$ cat src/rtl/vgnq_pkg.sv
`timescale 1ns / 1ps
`default_nettype none
// ----------------------------------------------------------------------------
// vgnq_pkg
// Shared types and constants for the voxel grid neighbor query block.
// ----------------------------------------------------------------------------
package vgnq_pkg;

  // Fixed field widths.
  localparam int CMD_W   = 2;
  localparam int COORD_W = 5;
  localparam int SIZE_W  = 6;
  localparam int WVAL_W  = 16;
  localparam int OUT_W   = 16;

  // Address arithmetic widths: y*sx, z*(sx*sy) and the final sum.
  localparam int PROD_W  = 2 * SIZE_W;
  localparam int ZPROD_W = PROD_W + SIZE_W;
  localparam int LIN_W   = ZPROD_W + 1;

  // Command codes.
  localparam logic [CMD_W-1:0] CMD_WRITE = 2'd0;
  localparam logic [CMD_W-1:0] CMD_READ  = 2'd1;
  localparam logic [CMD_W-1:0] CMD_QUERY = 2'd2;
  localparam logic [CMD_W-1:0] CMD_COUNT = 2'd3;

  // Configuration register indexes.
  localparam logic [1:0] REG_SIZE_X = 2'd0;
  localparam logic [1:0] REG_SIZE_Y = 2'd1;
  localparam logic [1:0] REG_SIZE_Z = 2'd2;

  // Neighbor offset codes: -1, 0 and +1 stored as 0, 1 and 2.
  localparam logic [1:0] OFS_LO  = 2'd0;
  localparam logic [1:0] OFS_MID = 2'd1;
  localparam logic [1:0] OFS_HI  = 2'd2;

  // Location of one visited voxel, handed from the address unit.
  typedef struct packed {
    logic              in_grid;
    logic [SIZE_W-1:0] x;
    logic [SIZE_W-1:0] y;
    logic [SIZE_W-1:0] z;
  } loc_t;

endpackage
`default_nettype wire

$ cat src/rtl/vgnq_addr.sv
`timescale 1ns / 1ps
`default_nettype none
// ----------------------------------------------------------------------------
// vgnq_addr
// Neighbor location and linear store address x + y*sx + z*sx*sy.
// ----------------------------------------------------------------------------
module vgnq_addr #(
  parameter int MAX_DIM = 32,
  parameter int ADDR_W  = 15
) (
  input  logic                          clk_i,
  input  logic [vgnq_pkg::SIZE_W-1:0]   size_x_i,
  input  logic [vgnq_pkg::SIZE_W-1:0]   size_y_i,
  input  logic [vgnq_pkg::SIZE_W-1:0]   size_z_i,
  input  logic [vgnq_pkg::COORD_W-1:0]  cx_i,
  input  logic [vgnq_pkg::COORD_W-1:0]  cy_i,
  input  logic [vgnq_pkg::COORD_W-1:0]  cz_i,
  input  logic [1:0]                    dx_i,
  input  logic [1:0]                    dy_i,
  input  logic [1:0]                    dz_i,
  output vgnq_pkg::loc_t                loc_o,
  output logic [ADDR_W-1:0]             addr_o
);
  import vgnq_pkg::*;

  localparam int SIZE_MAX = (1 << SIZE_W) - 1;
  localparam int DIM_CAP  = (MAX_DIM > SIZE_MAX) ? SIZE_MAX : MAX_DIM;
  localparam logic [SIZE_W-1:0] DIM_CAP_V = SIZE_W'(DIM_CAP);

  // A size of zero acts as one; a size above the grid limit is clamped.
  function automatic logic [SIZE_W-1:0] eff_size(input logic [SIZE_W-1:0] s);
    logic [SIZE_W-1:0] r;
    r = s;
    if (s == '0) begin
      r = SIZE_W'(1);
    end else if (s > DIM_CAP_V) begin
      r = DIM_CAP_V;
    end
    return r;
  endfunction

  logic [SIZE_W-1:0]  sx, sy, sz;
  logic [SIZE_W-1:0]  x6, y6, z6;
  logic [PROD_W-1:0]  sxsy_q;
  logic [PROD_W-1:0]  y_term;
  logic [ZPROD_W-1:0] z_term;
  logic [LIN_W-1:0]   lin;

  assign sx = eff_size(size_x_i);
  assign sy = eff_size(size_y_i);
  assign sz = eff_size(size_z_i);

  // Plane size is registered so only one product stands in each address path.
  always_ff @(posedge clk_i) begin
    sxsy_q <= {{SIZE_W{1'b0}}, sx} * {{SIZE_W{1'b0}}, sy};
  end

  // Neighbor coordinate; minus one from zero wraps high and falls outside.
  assign x6 = SIZE_W'(cx_i) + SIZE_W'(dx_i) - SIZE_W'(1);
  assign y6 = SIZE_W'(cy_i) + SIZE_W'(dy_i) - SIZE_W'(1);
  assign z6 = SIZE_W'(cz_i) + SIZE_W'(dz_i) - SIZE_W'(1);

  assign loc_o.in_grid = (x6 < sx) && (y6 < sy) && (z6 < sz);
  assign loc_o.x       = x6;
  assign loc_o.y       = y6;
  assign loc_o.z       = z6;

  // Linear address; only meaningful when the location is inside the grid.
  assign y_term = {{SIZE_W{1'b0}}, y6} * {{SIZE_W{1'b0}}, sx};
  assign z_term = {{PROD_W{1'b0}}, z6} * {{SIZE_W{1'b0}}, sxsy_q};
  assign lin    = LIN_W'(x6) + LIN_W'(y_term) + LIN_W'(z_term);
  assign addr_o = ADDR_W'(lin);

endmodule
`default_nettype wire

$ cat config.mk
export PLATFORM = sky130hd
export DESIGN_NAME = vgnq_addr
export DESIGN_NICKNAME = d
export VERILOG_FILES = /design/src/rtl/vgnq_pkg.sv /design/src/rtl/vgnq_addr.sv
export SDC_FILE = /design/constraint.sdc
export NUM_CORES = 1
export LEC_CHECK = 0
export BUFFER_PORTS_ARGS = -buffer_cell sky130_fd_sc_hd__buf_2
export CORE_AREA = 2 2 118 120
export DETAILED_ROUTE_END_ITERATION = 8
export DIE_AREA = 0 0 120 122
export PLACE_DENSITY = 0.65
export SLEW_MARGIN = 5
export SYNTH_ARGS = -nofsm -noshare
export SYNTH_HDL_FRONTEND = slang
export SYNTH_SLANG_ARGS = --single-unit
$ cat constraint.sdc
create_clock -name clk_i -period 14.9 [get_ports clk_i]
set_input_delay 1.49 -clock clk_i [delete_from_list [all_inputs] [get_ports clk_i]]
set_output_delay 1.49 -clock clk_i [all_outputs]
set_load 0.1 [all_outputs]
==> impl_metrics.csv <==
group,metric,value,unit
setup_path,crit_path_max_fanout,6,
place,post-dp-hpwl,10400,µm
timing,hold_violations,0,
final_layout,drive_gt1_share,11.7,%
clocking,htreeDepth,1,
clocking,post-cts-setup-buffers,0,
setup_path,start_kind,"input port",
global_routing,antenna_found_initial,0,
final_layout,fillers,1347,
clocking,clkTransAtPathRegs,40,ps
setup_path,setup.worst_path.end_class,"output pin",
global_routing,grt_use_total,17.6,%
route,met1Wirelength,5300,µm
yosys,synthAdderAreaFrac,55.8,%
timing,fin_crit,9670,ps
global_routing,grt_pass1_vias,4646,
final_layout,largest_reg_flops,12,
route,wirelength,11600,µm
timing,rsz0062_at_grt,"no",
yosys,synth-simple-area-share,14.5,%
yosys,synth_cells,712,
yosys,synth_compound_area_share,7.20,%
yosys,avgSynthCellArea,8.23,µm²
run_status,outcome,"finished clean",
final_layout,nNetsFinal,1025,
yosys,synth_cell_types,42,
clocking,cts_resized,0,
final_layout,area_growth,11.0,%
yosys,muxShareOfSynthArea,0,%
timing,maxSlewViolCount,0,
floorplan,core_area,13500,µm²
setup_path,cp_slowest_stage_delay,550,ps
route,ant_nets,0,
route,viasPerCell,4.73,
yosys,seq_area_frac_synth,4.10,%
clocking,clockBufferDepth,2,
floorplan,std_cell_rows,43,
timing,slew_headroom,38.4,%
yosys,synth_fp_nets,955,
floorplan,die_w,120,µm
final_layout,top_register,"sxsy_q",
clocking,cts_root_buf,"clkbuf_16",
timing,setup_tns,0,ps
yosys,yosys_warnings,0,
setup_path,critPathSlowestCell,"fa_1",
timing,setup_viol,0,
route,wl_met3,456,µm
clocking,clock-sinks,12,
route,dr_total_vias,4543,
global_routing,overflow,0,
yosys,yosys.area_share.xor_xnor,4.76,%
yosys,ys_ff_latch,12,
global_routing,grt_max_degree,15,
setup_path,cp_data_arrival_time,8180,ps
timing,fmax,103,MHz
floorplan,die_h,122,µm
flow_run,max_cap_violations,0,
timing,min_period_over_period,64.9,%
clocking,cts_tree,"done",
route,drc,0,
route,wl_per_cell,12.1,µm
setup_path,required,13410,ps
timing,tightest_slew,920,ps
clocking,cts.hold.buffers_added,0,
clocking,cts_buffers,3,
place,gp_congestion,0.845,
yosys,syn_area,5860,µm²
final_layout,reg_top3,"sxsy_q (12)",
route,drtPass1Iterations,6,
yosys,synth_top_family_by_area,"adder cells",
final_layout,diodes,0,
floorplan,die_area,14600,µm²
route,drt_iter0_drc,169,
floorplan,initial_utilization,43.4,%
setup_path,worstSetupPathType,"input port to output pin",
route,wl_met2,5690,µm
setup_path,cpMostUsedCell,"inv_1",
route,routed.top_layer,"met4",
floorplan,pin_count,74,
global_routing,grt_pass1_wl,21100,µm
hold_path,hp-class,"input port to flop",
place,numPortBuffers,73,
==> final cells by class <==
class	instances	area, µm²	share of cell area [%]
multi-input cells	487	4820	74.1
inverters	203	762	11.7
repair buffers	75	380	5.85
flip-flops and latches	12	240	3.70
well taps	180	225	3.47
clock buffers	3	75.1	1.16
==> final timing paths <==
check | start | end | slack, ps | cells past startpoint
worst min-delay path | size_y_i[0] | sxsy_q[0] | 1610 | 3
worst max-delay path | cy_i[1] | addr_o[14] | 5230 | 29
==> metrics by stage <==
| step | setup WS [ps] | cells | area, µm² | utilization [%] | hold slack, ps |
|---|---|---|---|---|---|
| after floorplan | 3830 | 712 | 5860 | - | 1690 |
| after global placement | 5390 | 957 | 6420 | 47.6 | 1840 |
| after detailed placement | 5220 | 957 | 6420 | 47.6 | 1850 |
| after CTS | 5180 | 960 | 6500 | 48.1 | 1610 |
| after global routing | 4680 | 960 | 6500 | 48.1 | 1650 |
| final | 5230 | 960 | 6500 | 48.1 | 1610 |
==> cell usage after synthesis, drive strengths merged <==
cell / instances / share of area (%)
dfxtp: 12 / 4.1
buf: 2 / 0.15
o31ai: 1 / 0.13
o21ai: 9 / 0.90
o211ai: 3 / 0.38
nor3: 6 / 0.51
a21o: 11 / 1.4
nor2: 47 / 3.1
and3: 1 / 0.11
nor4: 4 / 0.53
o21a: 2 / 0.26
o21bai: 3 / 0.38
a211oi: 3 / 0.47
fa: 97 / 33
nand3: 1 / 0.085
a41oi: 1 / 0.15
nand2: 100 / 6.4
nor2b: 14 / 1.5
or2: 1 / 0.11
xor2: 10 / 1.5
and2b: 1 / 0.13
a21oi: 19 / 1.6
and2: 19 / 2.0
a21boi: 3 / 0.45
a311o: 1 / 0.17
inv: 202 / 13
clkinv: 1 / 0.064
a221oi: 1 / 0.15
xnor2: 21 / 3.3
clkbuf: 8 / 0.51
a2111oi: 2 / 0.73
ha: 106 / 23
==> cell usage in the layout (no fill, tap or decap), types with 2 or more instances in the layout <==
| cell type | n |
|---|---|
| o21bai_1 | 3 |
| o211ai_1 | 3 |
| nand2_1 | 100 |
| nor2b_1 | 14 |
| a21oi_1 | 19 |
| nor4_1 | 3 |
| nor3_1 | 6 |
| xor2_1 | 10 |
| a21o_1 | 11 |
| o21ai_1 | 6 |
| ha_1 | 106 |
| inv_2 | 4 |
| fa_1 | 97 |
| nor2_1 | 46 |
| a21boi_1 | 2 |
| and2_1 | 19 |
| dfxtp_1 | 12 |
| o21a_1 | 2 |
| buf_4 | 2 |
| xnor2_1 | 20 |
| clkbuf_16 | 3 |
| o21ai_2 | 2 |
| inv_1 | 198 |
| buf_2 | 73 |
| a211oi_1 | 2 |
==> critical path, delay by kind of cell <==
kind	cells	cell delay (ps)
AOI/OAI and AO/OA	7	1210
and+or+nand+nor	1	130
adders and majority gates	9	3770
buffers and inverters	10	920
xor gates and xnor gates	2	650
==> per-layer routing <==
layer	vias up	GRT usage [%]
met5	-	0
met4	0	2.28
met3	12	1.50
met2	93	31.8
met1	2168	23.5
li1	2270	-
==> cells by family after synthesis <==
group	Yosys count
AOI/OAI and AO/OA	59
xor gates and xnor gates	31
adders and majority gates	203
buffers and inverters	213
DFF	12
and+or+nand+nor	194
Power is left out: the tool's default activity adds up to more than one toggle a clock period on the data nets, which glitch-free logic cannot reach.
